<file path="config.mk">
export PLATFORM = sky130hd
export DESIGN_NAME = mains_loss_detect_sync_fsm_core
export DESIGN_NICKNAME = d
export VERILOG_FILES = /design/src/rtl/mld_pkg.sv /design/src/rtl/mld_cfg.sv /design/src/rtl/mld_step.sv /design/src/rtl/mains_loss_detect_sync_fsm_core.sv
export SDC_FILE = /design/constraint.sdc
export NUM_CORES = 1
export LEC_CHECK = 0
export BUFFER_PORTS_ARGS = -buffer_cell sky130_fd_sc_hd__buf_4
export CORE_ASPECT_RATIO = 0.9
export CORE_MARGIN = 2
export CORE_UTILIZATION = 35
export CTS_BUF_LIST = sky130_fd_sc_hd__clkbuf_8 sky130_fd_sc_hd__clkbuf_16
export CTS_CLUSTER_SIZE = 16
export DETAILED_ROUTE_END_ITERATION = 6
export SETUP_SLACK_MARGIN = 0.5
export SYNTH_ARGS = -nofsm -noshare
export SYNTH_HDL_FRONTEND = slang
export SYNTH_HIERARCHICAL = 1
export SYNTH_SLANG_ARGS = --single-unit
</file>
<file path="constraint.sdc">
create_clock -name clk -period 6.3 [get_ports clk]
set_input_delay 0.315 -clock clk [delete_from_list [all_inputs] [get_ports clk]]
set_output_delay 0.315 -clock clk [all_outputs]
set_load 0.1 [all_outputs]
</file>
<file path="src/rtl/mld_pkg.sv">
// Shared types, state codes and register indexes for the mains loss detector.
package mld_pkg;

	localparam int unsigned TimeW = 32;
	localparam int unsigned VoltW = 16;

	localparam logic [2:0] ST_STARTUP  = 3'd0;
	localparam logic [2:0] ST_ON       = 3'd1;
	localparam logic [2:0] ST_OFF      = 3'd2;
	localparam logic [2:0] ST_OFF_MON  = 3'd3;
	localparam logic [2:0] ST_OFF_SYNC = 3'd4;
	localparam logic [2:0] ST_ON_MON   = 3'd5;
	localparam logic [2:0] ST_ON_SYNC  = 3'd6;

	localparam logic [1:0] REP_NONE = 2'd0;
	localparam logic [1:0] REP_OFF  = 2'd1;
	localparam logic [1:0] REP_ON   = 2'd2;

	localparam logic [1:0] LED_NONE     = 2'd0;
	localparam logic [1:0] LED_SHOW_OFF = 2'd1;
	localparam logic [1:0] LED_DARK     = 2'd2;

	localparam logic OP_SAMPLE = 1'b0;
	localparam logic OP_ACK    = 1'b1;

	localparam logic [1:0] CFG_OFF_THR = 2'd0;
	localparam logic [1:0] CFG_HOLD    = 2'd1;
	localparam logic [1:0] CFG_RESEND  = 2'd2;

	localparam logic [VoltW-1:0] OFF_THR_RST = 16'd1000;
	localparam logic [TimeW-1:0] HOLD_RST    = 32'd5000;
	localparam logic [TimeW-1:0] RESEND_RST  = 32'd10000;

	typedef struct packed {
		logic [VoltW-1:0] off_thr;
		logic [TimeW-1:0] hold;
		logic [TimeW-1:0] resend;
	} cfg_t;

	typedef struct packed {
		logic             op;
		logic [TimeW-1:0] now_ms;
		logic             sample_valid;
		logic [VoltW-1:0] voltage_tenths;
		logic             ack_status_on;
	} item_t;

	typedef struct packed {
		logic [2:0]       power_state;
		logic [1:0]       report_request;
		logic [1:0]       led_request;
		logic             power_is_off;
	} res_t;

	typedef struct packed {
		logic [2:0]       fsm;
		logic [TimeW-1:0] off_since;
		logic [TimeW-1:0] on_since;
		logic [TimeW-1:0] last_report;
		logic             pending_first;
		logic             acked;
	} state_t;

endpackage

</file>
<file path="src/rtl/mld_cfg.sv">
// Configuration register file: threshold, hold time and resend interval.
module mld_cfg (
	input  logic                         clk,
	input  logic                         arst_n,
	input  logic                         wr_en,
	input  logic [1:0]                   wr_index,
	input  logic [mld_pkg::TimeW-1:0]    wr_data,
	output mld_pkg::cfg_t                cfg
);

	mld_pkg::cfg_t cfg_q;

	always_ff @(posedge clk or negedge arst_n) begin
		if (!arst_n) begin
			cfg_q.off_thr <= mld_pkg::OFF_THR_RST;
			cfg_q.hold    <= mld_pkg::HOLD_RST;
			cfg_q.resend  <= mld_pkg::RESEND_RST;
		end else if (wr_en) begin
			case (wr_index)
				mld_pkg::CFG_OFF_THR: cfg_q.off_thr <= wr_data[mld_pkg::VoltW-1:0];
				mld_pkg::CFG_HOLD:    cfg_q.hold    <= wr_data;
				mld_pkg::CFG_RESEND:  cfg_q.resend  <= wr_data;
				default: ;
			endcase
		end
	end

	assign cfg = cfg_q;

endmodule

</file>
<file path="src/rtl/mld_step.sv">
// Next-state and result logic for one sample or acknowledge beat.
module mld_step (
	input  mld_pkg::item_t  item,
	input  mld_pkg::state_t cur,
	input  mld_pkg::cfg_t   cfg,
	output mld_pkg::state_t nxt,
	output mld_pkg::res_t   res
);

	logic [mld_pkg::VoltW-1:0] volt;
	logic                      is_off;
	logic [mld_pkg::TimeW-1:0] off_elapsed;
	logic [mld_pkg::TimeW-1:0] on_elapsed;
	logic [mld_pkg::TimeW-1:0] rep_elapsed;
	logic                      hold_off_done;
	logic                      hold_on_done;
	logic                      send_due;

	assign volt          = item.sample_valid ? item.voltage_tenths : '0;
	assign off_elapsed   = item.now_ms - cur.off_since;
	assign on_elapsed    = item.now_ms - cur.on_since;
	assign rep_elapsed   = item.now_ms - cur.last_report;
	assign hold_off_done = off_elapsed >= cfg.hold;
	assign hold_on_done  = on_elapsed >= cfg.hold;
	assign send_due      = cur.pending_first || (rep_elapsed > cfg.resend);

	always_comb begin
		nxt    = cur;
		is_off = 1'b0;
		res.report_request = mld_pkg::REP_NONE;
		res.led_request    = mld_pkg::LED_NONE;

		if (item.op == mld_pkg::OP_ACK) begin
			if (item.ack_status_on && cur.fsm == mld_pkg::ST_ON_SYNC)
				nxt.acked = 1'b1;
			if (!item.ack_status_on && cur.fsm == mld_pkg::ST_OFF_SYNC)
				nxt.acked = 1'b1;
		end else begin
			is_off = volt < cfg.off_thr;
			case (cur.fsm)
				mld_pkg::ST_ON: begin
					if (is_off) begin
						nxt.fsm       = mld_pkg::ST_OFF_MON;
						nxt.off_since = item.now_ms;
					end
				end
				mld_pkg::ST_OFF: begin
					if (!is_off) begin
						nxt.fsm      = mld_pkg::ST_ON_MON;
						nxt.on_since = item.now_ms;
					end
				end
				mld_pkg::ST_OFF_MON: begin
					if (!is_off) begin
						nxt.fsm      = mld_pkg::ST_ON_MON;
						nxt.on_since = item.now_ms;
					end else if (hold_off_done) begin
						nxt.fsm           = mld_pkg::ST_OFF_SYNC;
						nxt.acked         = 1'b0;
						nxt.pending_first = 1'b1;
					end
				end
				mld_pkg::ST_ON_MON: begin
					if (is_off) begin
						nxt.fsm       = mld_pkg::ST_OFF_MON;
						nxt.off_since = item.now_ms;
					end else if (hold_on_done) begin
						nxt.fsm           = mld_pkg::ST_ON_SYNC;
						nxt.acked         = 1'b0;
						nxt.pending_first = 1'b1;
					end
				end
				mld_pkg::ST_OFF_SYNC: begin
					if (send_due) begin
						res.report_request = mld_pkg::REP_OFF;
						nxt.last_report    = item.now_ms;
						nxt.pending_first  = 1'b0;
					end
					if (!is_off) begin
						nxt.fsm      = mld_pkg::ST_ON_MON;
						nxt.on_since = item.now_ms;
					end
					if (cur.acked) begin
						nxt.fsm         = mld_pkg::ST_OFF;
						res.led_request = mld_pkg::LED_SHOW_OFF;
					end
				end
				mld_pkg::ST_ON_SYNC: begin
					if (send_due) begin
						res.report_request = mld_pkg::REP_ON;
						nxt.last_report    = item.now_ms;
						nxt.pending_first  = 1'b0;
					end
					if (is_off) begin
						nxt.fsm       = mld_pkg::ST_OFF_MON;
						nxt.off_since = item.now_ms;
					end
					if (cur.acked) begin
						nxt.fsm         = mld_pkg::ST_ON;
						res.led_request = mld_pkg::LED_DARK;
					end
				end
				default: begin
					if (is_off) begin
						nxt.fsm       = mld_pkg::ST_OFF_MON;
						nxt.off_since = item.now_ms;
					end else begin
						nxt.fsm      = mld_pkg::ST_ON_MON;
						nxt.on_since = item.now_ms;
					end
				end
			endcase
		end

		res.power_state  = nxt.fsm;
		res.power_is_off = is_off;
	end

endmodule

</file>
<file path="src/rtl/mains_loss_detect_sync_fsm_core.sv">
// Mains loss detector top level: input register, state update, result register.
// Each accepted beat (voltage sample or server acknowledge) yields exactly one
// result beat. The block takes one beat per cycle while item_stall is low. The
// input register captures each accepted beat, and the result register then
// captures its result once the result register is free to take it. The rate
// is set by the state update loop, which holds the state machine and its
// three timestamps. A waiting result does not block the input
// register: the input stalls only when both the input register and the result
// register are full and the result is stalled. Configuration writes are always
// ready and take effect at once; write them only while no beat is in flight.
module mains_loss_detect_sync_fsm_core (
	input  logic                         clk,
	input  logic                         arst_n,

	input  logic                         item_valid,
	output logic                         item_stall,
	input  logic                         op,
	input  logic [mld_pkg::TimeW-1:0]    now_ms,
	input  logic                         sample_valid,
	input  logic [mld_pkg::VoltW-1:0]    voltage_tenths,
	input  logic                         ack_status_on,

	output logic                         result_valid,
	input  logic                         result_stall,
	output logic [2:0]                   power_state,
	output logic [1:0]                   report_request,
	output logic [1:0]                   led_request,
	output logic                         power_is_off,

	input  logic                         cfg_valid,
	output logic                         cfg_ready,
	input  logic [1:0]                   cfg_index,
	input  logic [mld_pkg::TimeW-1:0]    cfg_data
);

	mld_pkg::cfg_t   cfg;
	mld_pkg::item_t  item_s1;
	logic            item_vld_s1;
	mld_pkg::res_t   res_s2;
	logic            res_vld_s2;
	mld_pkg::state_t state_q;
	mld_pkg::state_t state_nxt;
	mld_pkg::res_t   res_nxt;
	logic            out_free;
	logic            adv;
	logic            accept;

	assign cfg_ready = 1'b1;

	mld_cfg u_cfg (
		.clk      (clk),
		.arst_n   (arst_n),
		.wr_en    (cfg_valid && cfg_ready),
		.wr_index (cfg_index),
		.wr_data  (cfg_data),
		.cfg      (cfg)
	);

	assign out_free   = !res_vld_s2 || !result_stall;
	assign adv        = item_vld_s1 && out_free;
	assign item_stall = item_vld_s1 && !out_free;
	assign accept     = item_valid && !item_stall;

	always_ff @(posedge clk or negedge arst_n) begin
		if (!arst_n) begin
			item_vld_s1 <= 1'b0;
		end else begin
			item_vld_s1 <= accept || (item_vld_s1 && !adv);
		end
	end

	always_ff @(posedge clk) begin
		if (accept) begin
			item_s1.op             <= op;
			item_s1.now_ms         <= now_ms;
			item_s1.sample_valid   <= sample_valid;
			item_s1.voltage_tenths <= voltage_tenths;
			item_s1.ack_status_on  <= ack_status_on;
		end
	end

	mld_step u_step (
		.item (item_s1),
		.cur  (state_q),
		.cfg  (cfg),
		.nxt  (state_nxt),
		.res  (res_nxt)
	);

	always_ff @(posedge clk or negedge arst_n) begin
		if (!arst_n) begin
			state_q.fsm           <= mld_pkg::ST_STARTUP;
			state_q.off_since     <= '0;
			state_q.on_since      <= '0;
			state_q.last_report   <= '0;
			state_q.pending_first <= 1'b0;
			state_q.acked         <= 1'b0;
		end else if (adv) begin
			state_q <= state_nxt;
		end
	end

	always_ff @(posedge clk or negedge arst_n) begin
		if (!arst_n) begin
			res_vld_s2 <= 1'b0;
		end else begin
			res_vld_s2 <= adv || (res_vld_s2 && result_stall);
		end
	end

	always_ff @(posedge clk) begin
		if (adv) begin
			res_s2 <= res_nxt;
		end
	end

	assign result_valid   = res_vld_s2;
	assign power_state    = res_s2.power_state;
	assign report_request = res_s2.report_request;
	assign led_request    = res_s2.led_request;
	assign power_is_off   = res_s2.power_is_off;

`ifndef SYNTHESIS
	a_fsm_code: assert property (@(posedge clk) disable iff (!arst_n)
		state_q.fsm != 3'd7)
		else $error("state machine reached unused code");

	a_pending_in_sync: assert property (@(posedge clk) disable iff (!arst_n)
		state_q.pending_first |->
			(state_q.fsm == mld_pkg::ST_OFF_SYNC || state_q.fsm == mld_pkg::ST_ON_SYNC))
		else $error("first report pending outside a syncing state");

	a_led_settled: assert property (@(posedge clk) disable iff (!arst_n)
		result_valid && led_request != mld_pkg::LED_NONE |->
			(power_state == mld_pkg::ST_ON || power_state == mld_pkg::ST_OFF))
		else $error("LED command without settling");

	a_held_item: assert property (@(posedge clk) disable iff (!arst_n)
		item_vld_s1 && !adv |=> item_vld_s1 && $stable(item_s1))
		else $error("stalled input register lost or changed its beat");

	a_state_only_on_adv: assert property (@(posedge clk) disable iff (!arst_n)
		!adv |=> $stable(state_q))
		else $error("state changed without a beat advancing");
`endif

endmodule

</file>
; Word level (Yosys, flattened, before mapping)
; Index checks and enable logic that the tools add are counted.
[totals]
regBits = 242
inputBits = 90
[classes]
n_addsub = 3
n_lt_le_gt_ge = 4
eq_ne = 18
muxes = 32
bitwise_logic = 4
reduce_logical = 32
[ops]
columns = operator, n
row1 = 32-bit 2-to-1 mux, 4
row2 = 100-bit 2-to-1 mux, 1
row3 = 32-bit subtractor, 3
row4 = 32-bit >= comparator, 2
row5 = 32-bit one-hot mux with 2 select lines, 1
row6 = 35-bit 2-to-1 mux, 1
row7 = 33-bit 2-to-1 mux, 1
row8 = 32-bit > comparator, 1
row9 = 3-bit 2-to-1 mux, 8
row10 = 3-bit one-hot mux with 6 select lines, 1
row11 = 16-bit less-than comparator, 1
row12 = 16-bit 2-to-1 mux, 1
row13 = 2-bit 2-to-1 mux, 6
row14 = 4-bit AND reduction, 3
row15 = 3-bit equality test (second input constant), 3
row16 = 3-bit by 2-bit inequality test with 1-bit output (second input constant), 3
row17 = 2-bit by 1-bit inequality test with 1-bit output (second input constant), 4
row18 = 4-bit one-hot mux with 2 select lines, 1
row19 = 8-bit AND reduction, 1
row20 = 1-bit logical AND, 7
row21 = 7-bit AND reduction, 1
row22 = 3-bit by 2-bit equality test with 1-bit output (second input constant), 2
row23 = 1-bit logical NOT, 6
row24 = 2-bit AND reduction, 3
row25 = other kinds (15), 28

; Logic depth before layout (Yosys ltp)
[depth]
ltp_word = 7
mapped_depth = 23

; Hierarchy
; The synthesis kept the hierarchy.
[by_module_without_submodules]
columns = module, instances, cells_per_inst, area_each_um2, seq_area_each_um2
row1 = mld_step, 1, 1273, 9262.6, 0.0
row2 = mains_loss_detect_sync_fsm_core, 1, 282, 6037.0, 4349.2
row3 = mld_cfg, 1, 170, 3012.9, 2021.9

; Worst setup path after synthesis
; Ideal clock, no wire load.
[synth_timing]
path_kind = register -> register
from = register item_s1[18] in the netlist's numbering
to = register state_q[10] in the netlist's numbering
arrival_time_ns = 5.139
t_required_ns = 6.175
slack_ns = 1.037
stages_incl_launch_ff = 23
synth_period_minus_slack_ns = 5.263
path_cell_list = edfxtp_1 -> inv_1 -> ha_1 -> inv_1 -> fa_1 -> a21o_1 -> a2111o_1 -> o311a_1 -> o311ai_1 -> a31oi_1 -> nor2_1 -> o31ai_1 -> xor2_1 -> ha_1 -> nand3_1 -> nor3_1 -> nand3_1 -> nor3_1 -> o21ai_0 -> a31oi_1 -> buf_2 -> mux2_2 -> mux2_2
[synth_between]
elab_chain_cells = 4
[synth_rtl]
columns = element, line
row1 = start: declaration, mains_loss_detect_sync_fsm_core.sv:37  ; mld_pkg::item_t item_s1;
row2 = 32-bit subtractor, mld_step.sv:22  ; assign rep_elapsed = item.now_ms - cur.last_report;
row3 = 32-bit > comparator, mld_step.sv:25  ; assign send_due = cur.pending_first || (rep_elapsed > cfg.resend);
row4 = 1-bit logical OR, mld_step.sv:25
row5 = 4-bit AND reduction (no line), --
row6 = end signal: assignment, mains_loss_detect_sync_fsm_core.sv:99  ; state_q <= state_nxt;
row7 = end: declaration, mains_loss_detect_sync_fsm_core.sv:41  ; mld_pkg::state_t state_q;
; Every way passes these cells.
; A chain may end at the register's enable or synchronous reset.

; Worst setup path in the final report
[layout_timing]
from = register item_s1[18] in the netlist's numbering
to = register state_q[19] in the netlist's numbering
; The elaborated chain is that of the path after synthesis.

==> results.sh <==
export IMPL_die_y_um=221
export IMPL_final_nets=2212
export IMPL_min_period_ps=5560
export IMPL_status="finished, final reports clean"
export IMPL_finalSetupViolCount=0
export IMPL_critPathSlowestCell="a2111o_1"
export IMPL_dp_cells=2489
export IMPL_initial_core_util=0.354
export IMPL_p_int_mw=5.94
export IMPL_p_per_area_nw_per_um2=473
export IMPL_cp_num_buf_inv=3
export IMPL_cts_root_buf="clkbuf_16"
export IMPL_ys_types=78
export IMPL_synth_adder_area_share=0.143
export IMPL_slowest_delay_ps=440
export IMPL_synth_xor_area_frac=0.0330
export IMPL_finalHoldViolations=0
export IMPL_crit_path_cell_trace="inv_1 -> ha_1 -> inv_1 -> fa_1 -> a21o_1 -> a2111o_1 -> o311a_1 -> o311ai_4 -> a31oi_2 -> nor2_1 -> o31ai_1 -> xor2_1 -> ha_1 -> nand3_1 -> nor3_2 -> nand3_1 -> nor3_2 -> o21ai_1 -> a31oi_4 -> buf_12 -> mux2_2 -> mux2_4"
export IMPL_cts_tree="built"
export IMPL_cts_buffers=30
export IMPL_grt_pass1_vias=13800
export IMPL_synthMuxAreaShare=0.189
export IMPL_dp_hpwl_mm=36.2
export IMPL_yosys_top_cells_count="ha_1 (204), inv_1 (200), mux2_2 (198), dfrtp_1 (167), a21oi_1 (105)"
export IMPL_vias=13800
export IMPL_wl_mm=48.5
export IMPL_drive_gt1_frac=0.252
export IMPL_fmax_mhz=180
export IMPL_path_class="register to register"
export IMPL_power_total_mw=10.2
export IMPL_fin_cells=2627
export IMPL_ys_seq_elements=242
export IMPL_p_leak_nw=10.0
export IMPL_numPortBuffers=99
export IMPL_synth_simple_gate_area_share=0.0851
export IMPL_fillers=4964
export IMPL_slew_headroom=0.300
export IMPL_fp_dieW_um=245
export IMPL_syn2layout_area_growth_pct=17.6
export IMPL_track_usage=0.178
export IMPL_cts_sinks=242
export IMPL_drtIter0Drc=992
export IMPL_synth_area_per_cell_um2=10.6
export IMPL_grt_pass1_wl_mm=76.8
export IMPL_combPwrFrac=0.600
export IMPL_p_sw_mw=4.24
export IMPL_period_share=0.882
export IMPL_fin_util=0.417
export IMPL_placed_cell_area_um2=19700
export IMPL_worst_ep_arrival_time_ps=6020
export IMPL_row_count=79
export IMPL_clk_latency_ps=590
export IMPL_endpoint_kind="register"
export IMPL_synth_cells=1725
export IMPL_switching_share=0.416
export IMPL_clockPowerShare=0.160
export IMPL_synth_flop_cell="dfrtp_1"
export IMPL_synth_edf_count=59
export IMPL_vdd_drop_max_mv=0.214
export IMPL_worstSetupStartpointType="register"
export IMPL_ys_seq_area_frac=0.348
export IMPL_drc=0
export IMPL_cp_top_family="compound AO/OA/AOI/OAI gates"
export IMPL_core_um2=51700
export IMPL_clockBufferDepth=3
export IMPL_yosys_top_cells_area="dfrtp_1 (23%), ha_1 (14%), mux2_2 (12%)"
export IMPL_io_pins=101
export IMPL_grt_ovfl_total=0
export IMPL_hold_class="primary input to register"
export IMPL_viasPerCell=5.26
export IMPL_tns_ps=0
export IMPL_p_seq_frac=0.240
export IMPL_synth_top_family_by_area="multiplexers"
export IMPL_clkTransAtPathRegs_ps=60
export IMPL_async_reset_ff_frac=0.756
export IMPL_gp_congestion=0.850
export IMPL_cp_data_required_time_ps=6760
export IMPL_wl_per_cell_um=18.5
export IMPL_antenna_left=0
export IMPL_rsz0062_at_grt="false"
export IMPL_yosysTopAreaCell="dfrtp_1"
export IMPL_synth_compound_area_frac=0.141
export IMPL_maxCapViolCount=0
export IMPL_clock_skew_ps=25.7
export IMPL_cp_max_fo=25
export IMPL_ys_warn_count=6
export IMPL_antenna_found_initial=0
export IMPL_synth_top_area_share=0.228
export IMPL_die_area_um2=54200
export IMPL_fin_area_um2=21500
export IMPL_worstMarginPinSlew_ps=1050
export IMPL_yosysMostFrequentCell="ha_1"
export IMPL_cts_htree_levels=1
export IMPL_synth_area_um2=18300
export IMPL_dr_pass1_iters=6
export IMPL_synth_nets=2022
export IMPL_maxSlewViolCount=0
export IMPL_grt_max_degree=65
export IMPL_diodes=0
[sequential cells by signal, summed over array words and instances (netlist names)]
signal and cells:
report_request 2, power_is_off 1, item_vld_s1 1, power_state 3, led_request 2, result_valid 1, item_s1 51, u_cfg/cfg 80
state_q 101
[what timing repair did]
item / CTS / global route
resized for setup: 5 / 10
pin swaps: 0 / 2
hold buffers: 80 / 0
endpoints found under the hold margin: 167 / 0
setup buffers: 0 / 2
gates cloned: 0 / 0
setup endpoints to repair: 34 / 37
[stage by stage]
step	hold slack, ps	setup slack (ps)
floorplan	19.4	1040
global placement	345	370
detailed placement	354	295
CTS	0.604	516
global route	5.14	506
finish	34.3	740
[final timing paths]
check                              from       endpoint  slack (ps)  depth (start not counted)
max                         item_s1[18]    state_q[19]         740                         22
max in group asynchronous        arst_n    state_q[87]        4680                          3
min in group asynchronous        arst_n    item_vld_s1         260                          2
min reg2reg                 item_vld_s1   result_valid         490                          1
max reg2reg                 item_s1[18]    state_q[19]         740                         22
min                        cfg_data[20]  u_cfg/cfg[52]          30                          2
[logic make-up (layout without fill, tap and decap cells)]
family	count (synthesis)	count (layout)
and+or+nand+nor	299	299
muxes	281	281
buffers and inverters	244	458
adders and majority gates	207	207
other	1	1
DFF	242	242
xor gates and xnor gates	69	69
AOI/OAI and AO/OA	382	382
[cells in the final DEF, fill, tap and decap left out, types with 51 or more instances in the layout]
cell	netlist	routed
inv_1	200	212
ha_1	204	204
mux2_2	198	198
dfrtp_1	167	167
buf_4	13	120
a21oi_1	105	105
dlygate4sd3_1	0	80
mux2_4	79	79
a21o_1	71	71
nor2_1	67	67
edfxtp_1	59	59
nand2_1	52	52
o21ai_0	53	51
xnor2_1	51	51
[final cells by class]
type | instances | area, um^2 | area share
inverter | 200 | 751 | 0.0349
tap | 688 | 861 | 0.0400
multi-input combinational | 1239 | 10900 | 0.506
timing repair buffer | 202 | 1740 | 0.0806
clock inverter | 25 | 156 | 0.00726
sequential | 242 | 6370 | 0.296
clock buffer | 31 | 764 | 0.0355
[power groups by stage]
| stage | Sequential, mW | Clock [mW] | Combinational (mW) |
|---|---|---|---|
| finish | 2.45 | 1.63 | 6.11 |
| global route | 2.52 | 1.74 | 6.81 |
| CTS | 2.45 | 1.68 | 6.03 |
| detailed placement | 2.46 | 0 | 5.92 |
| global placement | 2.44 | 0 | 5.79 |
| floorplan | 2.41 | 0 | 4.59 |
[layer usage]
metal | share of wire | track usage | vias to the layer above
met3 | 0.048 | 0.0260 | 67
met2 | 0.45 | 0.286 | 317
met5 | 0 | 0 | -
met1 | 0.48 | 0.253 | 6774
li1 | - | - | 6654
met4 | 0.024 | 0.0405 | 0
Note: power is estimated with default switching activity, not from simulation.
